<file path="config.mk">
export PLATFORM = sky130hd
export DESIGN_NAME = key_value_multimap_table_core
export DESIGN_NICKNAME = d
export VERILOG_FILES = /design/src/kvmt_pkg.sv /design/src/kvmt_datapath.sv /design/src/kvmt_ctrl.sv /design/src/key_value_multimap_table_core.sv
export SDC_FILE = /design/constraint.sdc
export NUM_CORES = 2
export LEC_CHECK = 0
export CELL_PAD_IN_SITES_DETAIL_PLACEMENT = 0
export CELL_PAD_IN_SITES_GLOBAL_PLACEMENT = 1
export CORE_MARGIN = 2
export CORE_UTILIZATION = 30
export DETAILED_ROUTE_END_ITERATION = 12
export DONT_BUFFER_PORTS = 1
export PLACE_DENSITY = 0.58
export SLEW_MARGIN = 40
export SYNTH_ARGS = -nofsm -noshare
export SYNTH_HDL_FRONTEND = slang
export SYNTH_SLANG_ARGS = --single-unit
export TNS_END_PERCENT = 1
</file>
<file path="constraint.sdc">
create_clock -name clk -period 6.25 [get_ports clk]
set_clock_uncertainty 0.05 [all_clocks]
set_input_delay 0.625 -clock clk [delete_from_list [all_inputs] [get_ports clk]]
set_output_delay 0.625 -clock clk [all_outputs]
set_load 0.02 [all_outputs]
</file>
<file path="src/kvmt_pkg.sv">
package kvmt_pkg;

	localparam int DefTableDepth = 16;
	localparam int MaxResults    = 16;
	localparam int CountOutW     = 5;

	typedef enum logic [1:0] {
		REQ_INSERT,
		REQ_REMOVE,
		REQ_SEARCH,
		REQ_QUERY
	} req_t;

	typedef enum logic [1:0] {
		ST_OK,
		ST_NOT_FOUND,
		ST_FULL
	} stat_t;

	typedef enum logic [2:0] {
		EM_NONE,
		EM_OK,
		EM_NOT_FOUND,
		EM_FULL,
		EM_SPREAD,
		EM_SEARCH_END
	} emit_t;

	typedef struct packed {
		logic  load;
		logic  issue;
		logic  shift_rd;
		logic  ins;
		logic  dec;
		emit_t emit;
	} kvmt_cmd_t;

	typedef struct packed {
		req_t req;
		logic full;
		logic issued_all;
		logic found;
		logic rd_vld;
		logic shift_more;
	} kvmt_stat_t;

endpackage

</file>
<file path="src/kvmt_datapath.sv">
module kvmt_datapath import kvmt_pkg::*; #(
	parameter int TableDepth = DefTableDepth
) (
	input  logic                       clk,
	input  logic                       arst_n,
	input  kvmt_cmd_t                  cmd,
	output kvmt_stat_t                 st,
	input  logic [1:0]                 req_type,
	input  logic signed [31:0]         key,
	input  logic signed [31:0]         value,
	output logic                       result_strobe,
	output logic [1:0]                 status,
	output logic signed [31:0]         found_value,
	output logic                       last,
	output logic [CountOutW-1:0]       pair_count,
	output logic                       is_empty,
	output logic signed [32:0]         value_spread
);

	localparam int AW = (TableDepth > 1) ? $clog2(TableDepth) : 1;
	localparam int CW = $clog2(TableDepth + 1);
	localparam int HW = $clog2(MaxResults + 1);

	logic signed [31:0] key_mem [TableDepth];
	logic signed [31:0] val_mem [TableDepth];

	req_t               req_q;
	logic signed [31:0] key_q, val_q;
	logic [CW-1:0]      count_q, ptr_q;
	logic               issued_all_q, found_q, first_q, pend_vld_q;
	logic [HW-1:0]      hits_q;
	logic signed [31:0] min_q, max_q, pend_q;
	logic               rd_vld_s1, rd_shift_s1;
	logic [AW-1:0]      rd_idx_s1;
	logic signed [31:0] rd_key_s1, rd_val_s1;
	logic               out_vld_q;
	stat_t              out_stat_q;
	logic signed [31:0] out_fv_q;
	logic               out_last_q;
	logic [CountOutW-1:0] out_cnt_q;
	logic               out_empty_q;
	logic signed [32:0] out_spread_q;

	logic               rd_en;
	logic [AW-1:0]      rd_addr;
	logic               key_hit, search_take, rm_hit, mid_emit;
	logic signed [32:0] spread;
	logic               o_fire;
	stat_t              o_stat;
	logic signed [31:0] o_fv;
	logic               o_last;
	logic signed [32:0] o_spread;
	logic [31:0]        count_wide;

	assign rd_en       = cmd.issue | cmd.shift_rd;
	assign rd_addr     = ptr_q[AW-1:0];
	assign key_hit     = rd_vld_s1 && !rd_shift_s1 && (rd_key_s1 == key_q);
	assign search_take = key_hit && (req_q == REQ_SEARCH) && (hits_q != HW'(MaxResults));
	assign rm_hit      = key_hit && (req_q == REQ_REMOVE) && (rd_val_s1 == val_q) && !found_q;
	assign mid_emit    = search_take && pend_vld_q;
	assign spread      = {max_q[31], max_q} - {min_q[31], min_q};
	assign count_wide  = 32'(count_q);

	assign st.req        = req_q;
	assign st.full       = (count_q == CW'(TableDepth));
	assign st.issued_all = issued_all_q;
	assign st.found      = found_q;
	assign st.rd_vld     = rd_vld_s1;
	assign st.shift_more = (ptr_q < count_q);

	// one write port (insert or shift-down), one registered read port
	always_ff @(posedge clk) begin
		if (cmd.ins) begin
			key_mem[count_q[AW-1:0]] <= key_q;
			val_mem[count_q[AW-1:0]] <= val_q;
		end else if (rd_vld_s1 && rd_shift_s1) begin
			key_mem[rd_idx_s1 - AW'(1)] <= rd_key_s1;
			val_mem[rd_idx_s1 - AW'(1)] <= rd_val_s1;
		end
		if (rd_en) begin
			rd_key_s1 <= key_mem[rd_addr];
			rd_val_s1 <= val_mem[rd_addr];
			rd_idx_s1 <= rd_addr;
		end
	end

	always_ff @(posedge clk or negedge arst_n) begin
		if (!arst_n) begin
			count_q      <= '0;
			ptr_q        <= '0;
			issued_all_q <= 1'b0;
			found_q      <= 1'b0;
			first_q      <= 1'b0;
			pend_vld_q   <= 1'b0;
			hits_q       <= '0;
			rd_vld_s1    <= 1'b0;
			rd_shift_s1  <= 1'b0;
			out_vld_q    <= 1'b0;
		end else begin
			rd_vld_s1   <= rd_en;
			rd_shift_s1 <= cmd.shift_rd;
			out_vld_q   <= o_fire;
			if (cmd.load) begin
				ptr_q        <= count_q - CW'(1);
				issued_all_q <= (count_q == '0);
				found_q      <= 1'b0;
				first_q      <= 1'b1;
				pend_vld_q   <= 1'b0;
				hits_q       <= '0;
			end
			if (cmd.issue) begin
				ptr_q <= ptr_q - CW'(1);
				if (ptr_q == '0)
					issued_all_q <= 1'b1;
			end
			if (cmd.shift_rd)
				ptr_q <= ptr_q + CW'(1);
			// newest match found: shifting starts just above it
			if (rm_hit) begin
				found_q <= 1'b1;
				ptr_q   <= CW'(rd_idx_s1) + CW'(1);
			end
			if (search_take) begin
				pend_vld_q <= 1'b1;
				hits_q     <= hits_q + HW'(1);
			end
			if (rd_vld_s1 && !rd_shift_s1 && req_q == REQ_QUERY)
				first_q <= 1'b0;
			if (cmd.ins)
				count_q <= count_q + CW'(1);
			if (cmd.dec)
				count_q <= count_q - CW'(1);
		end
	end

	always_ff @(posedge clk) begin
		if (cmd.load) begin
			req_q <= req_t'(req_type);
			key_q <= key;
			val_q <= value;
		end
		if (search_take)
			pend_q <= rd_val_s1;
		if (rd_vld_s1 && !rd_shift_s1 && req_q == REQ_QUERY) begin
			if (first_q || rd_val_s1 < min_q)
				min_q <= rd_val_s1;
			if (first_q || rd_val_s1 > max_q)
				max_q <= rd_val_s1;
		end
		if (o_fire) begin
			out_stat_q   <= o_stat;
			out_fv_q     <= o_fv;
			out_last_q   <= o_last;
			out_spread_q <= o_spread;
			out_cnt_q    <= count_wide[CountOutW-1:0];
			out_empty_q  <= (count_q == '0);
		end
	end

	always_comb begin
		o_fire   = 1'b1;
		o_stat   = ST_OK;
		o_fv     = '0;
		o_last   = 1'b1;
		o_spread = '0;
		case (cmd.emit)
			EM_OK:        o_stat = ST_OK;
			EM_NOT_FOUND: o_stat = ST_NOT_FOUND;
			EM_FULL:      o_stat = ST_FULL;
			EM_SPREAD:    o_spread = (count_q == '0) ? '1 : spread;
			EM_SEARCH_END: begin
				if (pend_vld_q)
					o_fv = pend_q;
				else
					o_stat = ST_NOT_FOUND;
			end
			default: begin
				// a further, older match pushes out the held one, which cannot be the last
				o_fire = mid_emit;
				o_fv   = pend_q;
				o_last = 1'b0;
			end
		endcase
	end

	assign result_strobe = out_vld_q;
	assign status        = out_stat_q;
	assign found_value   = out_fv_q;
	assign last          = out_last_q;
	assign pair_count    = out_cnt_q;
	assign is_empty      = out_empty_q;
	assign value_spread  = out_spread_q;

endmodule

</file>
<file path="src/kvmt_ctrl.sv">
module kvmt_ctrl import kvmt_pkg::*; (
	input  logic       clk,
	input  logic       arst_n,
	input  logic       start,
	input  logic [1:0] req_type,
	input  kvmt_stat_t st,
	output logic       busy,
	output kvmt_cmd_t  cmd
);

	typedef enum logic [2:0] {
		S_IDLE,
		S_INS,
		S_SCAN,
		S_SHIFT,
		S_FIN
	} state_t;

	state_t state_q;
	emit_t  kind_q;

	assign busy = (state_q != S_IDLE);

	always_comb begin
		cmd          = '0;
		cmd.emit     = EM_NONE;
		case (state_q)
			S_IDLE: cmd.load = start;
			S_INS: begin
				if (st.full)
					cmd.emit = EM_FULL;
				else
					cmd.ins = 1'b1;
			end
			S_SCAN: begin
				if (!(st.req == REQ_REMOVE && st.found) && !st.issued_all)
					cmd.issue = 1'b1;
			end
			S_SHIFT: begin
				if (st.shift_more)
					cmd.shift_rd = 1'b1;
				else if (!st.rd_vld)
					cmd.dec = 1'b1;
			end
			S_FIN:   cmd.emit = kind_q;
			default: cmd.emit = EM_NONE;
		endcase
	end

	always_ff @(posedge clk or negedge arst_n) begin
		if (!arst_n) begin
			state_q <= S_IDLE;
			kind_q  <= EM_NONE;
		end else begin
			case (state_q)
				S_IDLE: begin
					if (start)
						state_q <= (req_t'(req_type) == REQ_INSERT) ? S_INS : S_SCAN;
				end
				S_INS: begin
					if (st.full) begin
						state_q <= S_IDLE;
					end else begin
						kind_q  <= EM_OK;
						state_q <= S_FIN;
					end
				end
				S_SCAN: begin
					if (st.req == REQ_REMOVE && st.found) begin
						state_q <= S_SHIFT;
					end else if (st.issued_all && !st.rd_vld) begin
						state_q <= S_FIN;
						case (st.req)
							REQ_REMOVE: kind_q <= EM_NOT_FOUND;
							REQ_SEARCH: kind_q <= EM_SEARCH_END;
							REQ_QUERY:  kind_q <= EM_SPREAD;
							default:    kind_q <= EM_OK;
						endcase
					end
				end
				S_SHIFT: begin
					// drain the last move before dropping the count
					if (!st.shift_more && !st.rd_vld) begin
						kind_q  <= EM_OK;
						state_q <= S_FIN;
					end
				end
				S_FIN:   state_q <= S_IDLE;
				default: state_q <= S_IDLE;
			endcase
		end
	end

endmodule

</file>
<file path="src/key_value_multimap_table_core.sv">
// channel   direction  handshake                      fields
// request   in         start & !busy accepts          req_type, key, value
// result    out        result_strobe, one cycle each  status, found_value, last,
//                                                     pair_count, is_empty, value_spread
//
// Insert appends the pair above the newest entry, or reports full when the table is full.
// Search and query read one stored entry per cycle through the table's single read port.
// Remove scans newest first to the match, then moves each newer entry down one slot per
// cycle.
// Reset clears the pair count; table entries are undefined and never read until written.
// Results leave on a one-cycle strobe; the receiver cannot stall, so none is held back.
module key_value_multimap_table_core import kvmt_pkg::*; #(
	parameter int TableDepth = DefTableDepth
) (
	input  logic                 clk,
	input  logic                 arst_n,
	input  logic                 start,
	output logic                 busy,
	input  logic [1:0]           req_type,
	input  logic signed [31:0]   key,
	input  logic signed [31:0]   value,
	output logic                 result_strobe,
	output logic [1:0]           status,
	output logic signed [31:0]   found_value,
	output logic                 last,
	output logic [CountOutW-1:0] pair_count,
	output logic                 is_empty,
	output logic signed [32:0]   value_spread
);

	kvmt_cmd_t  cmd;
	kvmt_stat_t st;

	kvmt_ctrl u_ctrl (
		.clk      (clk),
		.arst_n   (arst_n),
		.start    (start),
		.req_type (req_type),
		.st       (st),
		.busy     (busy),
		.cmd      (cmd)
	);

	kvmt_datapath #(
		.TableDepth (TableDepth)
	) u_datapath (
		.clk           (clk),
		.arst_n        (arst_n),
		.cmd           (cmd),
		.st            (st),
		.req_type      (req_type),
		.key           (key),
		.value         (value),
		.result_strobe (result_strobe),
		.status        (status),
		.found_value   (found_value),
		.last          (last),
		.pair_count    (pair_count),
		.is_empty      (is_empty),
		.value_spread  (value_spread)
	);

endmodule
</file>
=== Word level (Yosys, flattened, before mapping) ===
Memories as Yosys holds them, arrays and structs flattened. A register that Yosys moved wholly into a read port is not among the register bits.
Index checks and enable logic that the tools add are counted.

* $add $sub $neg: 8
* Order comparisons: 3
* Eq/ne operators: 22
* Multiplexer cells: 59
* Bitwise gates (word level): 1
* Reduce and logical (&&, ||, !) cells: 41

{| class="wikitable"
|+ Operator list
! cell !! number
|-
| $mux W32 || 3
|-
| $eq A32 B32 Y1 || 2
|-
| $pmux W32 S2 || 1
|-
| $reduce_or A32 Y1 || 2
|-
| $mux W5 || 8
|-
| $mux W33 || 1
|-
| $sub A32 B32 Y33 || 1
|-
| $gt A32 B32 Y1 || 1
|-
| $lt A32 B32 Y1 || 1
|-
| $mux W1 || 28
|-
| $mux W3 || 9
|-
| $pmux W3 S3 || 2
|-
| $add A5 B1 Y5 const B || 3
|-
| $logic_and A1 B1 Y1 || 14
|-
| $eq A3 B2 Y1 const B || 4
|-
| $pmux W3 S4 || 1
|-
| $logic_not A5 Y1 || 2
|-
| $sub A5 B1 Y5 const B || 2
|-
| $eq A3 B3 Y1 const B || 3
|-
| $mux W4 || 2
|-
| $reduce_bool A2 Y1 || 4
|-
| $eq A3 B1 Y1 const B || 2
|-
| $logic_not A1 Y1 || 6
|-
| $ne A2 B2 Y1 const B || 3
|-
| 23 further kinds || 29
|}

* Flip-flop bits (word level): 268
* RAM bits: 1,024
* Input port bits: 69
* Output and inout bits: 76
* Word-level logic and storage cells: 161
* Memories kept: 2

{| class="wikitable"
|+ Memories
! memory !! words !! bits a word !! read ports !! clocked after Yosys merged registers in !! write ports !! RTL line !! RTL
|-
| u_datapath.key_mem || 16 || 32 || 1 || 1 || 1 || kvmt_datapath.sv:24 || <nowiki>logic signed [31:0] key_mem [TableDepth];</nowiki>
|-
| u_datapath.val_mem || 16 || 32 || 1 || 1 || 1 || kvmt_datapath.sv:25 || <nowiki>logic signed [31:0] val_mem [TableDepth];</nowiki>
|}

=== Depth between registers and ports, before layout ===
* Depth after elaboration: 9
* Mapped depth: 12
* Gate-level depth less buffers: 12

=== Modules after synthesis ===
Synthesis repeated with hierarchy kept, for this count alone.

* Cell total of the unflattened synthesis: 2,845
* Area total of the unflattened synthesis: 55,035.3 µm²

{| class="wikitable"
|+ By module, submodules not included
! module !! times used !! cells an instance !! area each (µm²) !! seq. area each (µm²)
|-
| kvmt_datapath || 1 || 2,792 || 54,596.1 || 40,428.8
|-
| kvmt_ctrl || 1 || 53 || 439.2 || 150.1
|}

=== Worst setup path before layout ===
No wires, ideal clock.

* Path type: flip-flop to flip-flop
* Start: register u_datapath.key_q[31]
* End: register u_datapath.out_fv_q[0], in the netlist u_datapath.found_value[0], enable pin
* Library setup time: 523 ps
* Arrival: 5,177 ps
* Setup slack: 500 ps
* Stages on the path, launching flop included: 9
* Path buffers: 1
* Period minus slack after synthesis: 5,750 ps
* Path through: edfxtp_1 -> xor2_1 -> nor4_1 -> nand4b_1 -> nor3_2 -> nand4_2 -> or2_2 -> clkbuf_1 -> o21bai_1

* Longest elaborated chain between the ends: 6

{| class="wikitable"
|+ RTL lines
! what !! RTL line !! RTL
|-
| start, declared || kvmt_datapath.sv:28 || <nowiki>logic signed [31:0] key_q, val_q;</nowiki>
|-
| start signal, assigned || kvmt_datapath.sv:139 || <nowiki>key_q <= key;</nowiki>
|-
| $eq A32 B32 Y1 || kvmt_datapath.sv:57 || <nowiki>assign key_hit = rd_vld_s1 && !rd_shift_s1 && (rd_key_s1 == key_q);</nowiki>
|-
| $logic_and A1 B1 Y1 || kvmt_datapath.sv:57 ||
|-
| $logic_and A1 B1 Y1 (2 in series) || kvmt_datapath.sv:58 || <nowiki>assign search_take = key_hit && (req_q == REQ_SEARCH) && (hits_q != HW'(MaxResults));</nowiki>
|-
| $logic_and A1 B1 Y1 || kvmt_datapath.sv:60 || <nowiki>assign mid_emit = search_take && pend_vld_q;</nowiki>
|-
| $mux W1 || kvmt_datapath.sv:166 || <nowiki>case (cmd.emit)</nowiki>
|-
| named net u_datapath.o_fire || kvmt_datapath.sv:48 || <nowiki>logic o_fire;</nowiki>
|-
| end signal, assigned || kvmt_datapath.sv:152 || <nowiki>out_fv_q <= o_fv;</nowiki>
|-
| end, declared || kvmt_datapath.sv:38 || <nowiki>logic signed [31:0] out_fv_q;</nowiki>
|}

The timed path passes the listed nets, and every way through them passes these cells.
A chain may end at the register's enable or synchronous reset.

=== Worst setup path in the final report ===
* Start: register u_datapath.count_q[0]
* End: memory u_datapath.key_mem[13][4], enable pin

* Longest elaborated chain between the ends: 7

{| class="wikitable"
|+ RTL lines
! what !! RTL line !! RTL
|-
| start, declared || kvmt_datapath.sv:29 || <nowiki>logic [CW-1:0] count_q, ptr_q;</nowiki>
|-
| start signal, assigned || kvmt_datapath.sv:130 || <nowiki>count_q <= count_q + CW'(1);</nowiki>
|-
| start signal, assigned || kvmt_datapath.sv:132 || <nowiki>count_q <= count_q - CW'(1);</nowiki>
|-
| $eq A5 B5 Y1 || kvmt_datapath.sv:65 || <nowiki>assign st.full = (count_q == CW'(TableDepth));</nowiki>
|-
| $mux W1 || kvmt_ctrl.sv:30 || <nowiki>if (st.full)</nowiki>
|-
| $mux W1 || kvmt_ctrl.sv:27 || <nowiki>case (state_q)</nowiki>
|-
| $mux W1 || kvmt_datapath.sv:73 || <nowiki>if (cmd.ins) begin</nowiki>
|-
| $mux W1 (implied by the code) || kvmt_datapath.sv:77 || <nowiki>key_mem[rd_idx_s1 - AW'(1)] <= rd_key_s1;</nowiki>
|-
| $reduce_or A32 Y1 (no line) || - ||
|-
| $mux W4 (no line) or $mux W1 (tied branches) || - ||
|-
| end, declared || kvmt_datapath.sv:24 ||
|}

Parallel ways exist; a longest one is shown, timed or not.

==> metrics list <==
- Measured along the x axis, the die boundary spans 431 microns.
* CP Depth: 11
- Synth Area in Adders: 0.0253
- Detailed-route DRC error count: 0
- The worst setup path is of the register to register kind.
- Final setup violation count: 0
- TritonCTS built the clock tree.
- The max-slew violation count is 0.
- Timing would allow up to 0.237 GHz.
* Worst-case headroom to the max-slew limit: 0.452
* Cell types with the largest area share after synthesis: edfxtp_1, mux4_2, ha_1
- For the worst setup path, the data required time is 6.60 ns.
- Of the available clock period, the critical path in the final layout requires 0.676.
- Number of iterations in the first detailed-routing pass: 5
- The clock period could shrink to 4.23 ns.
* Min Hold Slack: 0.0794 ns
* Yosys top cell area share: 0.728
- In this run the worst setup path begins at u_datapath.count_q[0].
- Summed over all nets, the half-perimeter wirelength after detailed placement is 84,400 microns.
* Clock buffer count from CTS: 148
- In the synthesized netlist the dominant register cell turns out to be edfxtp_1.
- The largest individual stage delay along the critical path comes from the cell buf_4.
* Area Overhead vs Synth: 16.7%
* Worst Setup EP: u_datapath.key_mem[13][4]
* GRT met2 Usage: 0.239
- The number of global-route vias before repair is 27.6k.
- After synthesis, the share of flip-flops with an asynchronous set or reset is 0.0206.
- Entering global routing, the biggest net connects 129 pins.
* Sequential share of the synthesized area: 0.741
- The startpoint identified for the worst register-to-register timing path is u_datapath.count_q[0].
- Iter 0 DRT Violations: 2,262
* Antenna-violating nets left: 0
* Critical path capture point type: register
- Launching element type of the critical path: register
- Most repeated cell in the gate-level netlist after synthesis: edfxtp_1
* Max Root-Sink Buffers: 3
- Post-synthesis sequential element count: 1,356
* Syn Inst Count: 2,821
* Later-pin clock latency in the skew report: 0.78 ns
- Input and output buffers added on the ports amount to 0.
- Share of layout cells above drive strength 1: 0.210
- Each instance of the synthesized netlist takes up on average 19.4 sq um.
- Core footprint: 181,000 sq um
* Count of cells along the worst register-to-register path: 11
- Final weighted congestion of routability-driven global placement: 0.754
* Cell repeated most along the worst path: buf_4
- The tightest min-delay check is of the input pin to register type.
* Final setup slack of the worst path: 2.02 ns
- Final core area utilization: 0.353
- Die span in y: 431 microns
- Area fraction in compound gates after synthesis: 0.0293
- Summing every instance area after synthesis gives 54,800 sq um.
- Total negative slack: 0 ns
- Along the worst path, the maximum fanout reaches 34.
- GR met3 Demand/Resource: 0.0304
- For this configuration, the core starts out at a cell density of 0.302.
* Synth Area in XOR/XNOR: 0.0166
- At the end of the flow, the number of nets in the layout was 3,181.
- Combinational family with the most area after synthesis: multiplexers
- For the pin with the worst max-slew slack, the measured transition is 0.820 ns.
- Reg2reg end: u_datapath.key_mem[13][4]
* Design Power: 27,900 uW
- edfxtp_1 takes more of the synthesized area than any other cell.
- GRT met1 Usage: 0.201
- Antenna violations before repair: 5
- Power per unit of standard cell area: 436 nW/um^2
- Net count of the mapped netlist: 3,000
* Simple-gate portion of the synthesized area: 0.0402
- Clock-pin slew was measured on the worst setup and hold paths at 0.05 ns.
- Max-cap violations: 0
* Level count of the clock H-tree: 4
- The flow ran to the end, and the final reports show no timing, DRC or antenna violations.
* Most used routing layer in global routing: met2
* Bufs and invs on worst path: 3
* Leakage Power: 0.0208 uW
- 145 I/O pins were placed.
- Across every metal layer, demand over resource in global routing totals 0.148.
- For this run, the number of Yosys warnings is 0.
- Kind of cell adding the most delay to the critical path: simple AND/OR/NAND/NOR gates
- RSZ-0062 raised after global routing: false
- The number of different library cells used by synthesis comes to 76.
* Buffer type at the clock tree root: clkbuf_16
- For this run the aggregate overflow at the end of global routing stands at 0.
* Top post-synthesis cells by count: edfxtp_1, mux4_2, nand2_1
* Vias per cell: 4.87
- Final wirelength: 137,000 microns
* Setup slack of the most critical reg-to-reg path: 2.02 ns
* Number of core rows: 156
- Number of cells upsized or downsized after cts: 0
* Worst endpoint data arrival time: 4.58 ns
- Post-synth EDFFs: 1,328
- Setup slack after placement: 1.92 ns
* Critical path cell sequence: inv_1 > ha_1 > nand3_1 > nand2b_1 > and3_4 > nor2_1 > a21oi_1 > nand2_1 > nor2_4 > buf_4 > buf_4
* Peak supply drop: 305 uV
* Fraction of synthesized area in multiplexers: 0.132
* Hold violation total from the final report: 0
- Per-cell routed wire length: 24.9 microns
- The first global-routing pass estimated 199,000 microns of wire.
* Number of vias after detailed routing: 26.7k
- Clock tree sinks: 1,356
- The die covers 186,000 sq um.
- Critical path's largest stage delay: 0.56 ns
metal layers:
layer,part of all wire,routed length [microns]
met1,0.45,61200
met2,0.48,65700
met3,0.048,6520
met4,0.025,3440
met5,0.00018,25
worst min-delay path by stage:
| stage | slack (ns) | depth (start not counted) | start | to |
|---|---|---|---|---|
| after global routing | 0.08 | 3 | req_type[0] | u_ctrl.state_q[0] |
| after floorplan | 0.28 | 0 | arst_n | u_ctrl.kind_q[0] |
| after global placement | 0.29 | 0 | arst_n | u_datapath.count_q[3] |
| after detailed placement | 0.29 | 0 | arst_n | u_datapath.count_q[3] |
| after CTS | 0.01 | 3 | req_type[0] | u_ctrl.state_q[0] |
| final | 0.08 | 3 | req_type[0] | u_ctrl.state_q[0] |
stage by stage:
stage	std cells	area, sq um
CTS	5479	63800
floorplan	2821	54800
global route	5487	63900
global placement	5137	58100
finish	5488	63900
detailed placement	5148	58400
where the power goes:
part	switching (uW)	leakage, uW	internal (uW)	total (uW)
Clock	3630	0.00230	4900	8530
Sequential	886	0.0124	11400	12300
Combinational	3990	0.00614	3060	7050
worst reg2reg max path: cells and delay by family, from the launching register on:
family,cells,cell delay [ns]
buffers and inverters,3,1.36
DFF,1,0.50
and+or+nand+nor,6,1.47
adders and majority gates,1,0.25
AOI/OAI and AO/OA,1,0.20
final cells by class:
type	count	area (sq um)
fill	16905	117000
sequential	1356	40600
timing repair buffer	146	1690
tap	2370	2970
clock inverter	78	823
multi-input combinational	1256	13600
antenna	4	10.0
clock buffer	184	3880
inverter	94	355
what timing repair did:
action / 4_1_cts / 5_1_grt
buffers inserted: 0 / 0
hold endpoints to repair: 96 / 0
hold buffers: 69 / 0
cell families (layout without fill, tap and decap cells):
family	after synthesis	in the layout
flops	1356	1356
simple gates	465	465
mux	324	324
compound gates	253	253
buf+inv	209	502
fa+ha+maj	110	110
xor+xnor	104	104
other cells	0	4
cells in the final DEF, fill, tap and decap left out, drive strengths merged, types with 5 or more instances in the layout:
master          n
edfxtp       1328
mux4          320
nand2         240
clkbuf        184
ha            109
a21oi         106
inv           105
buf            78
dlygate4sd3    68
xor2           54
nor2           54
clkinv         53
xnor2          50
o21ai          40
a21o           36
and2           34
nand4          32
dfrtp          28
nand3          25
nor3           19
nor4           14
bufinv         11
a31oi          11
nor2b          10
o21bai         10
nand2b          9
a211oi          8
and4            6
o211ai          6
o21a            5
o221ai          5
Note: power is estimated with default switching activity, not from simulation.
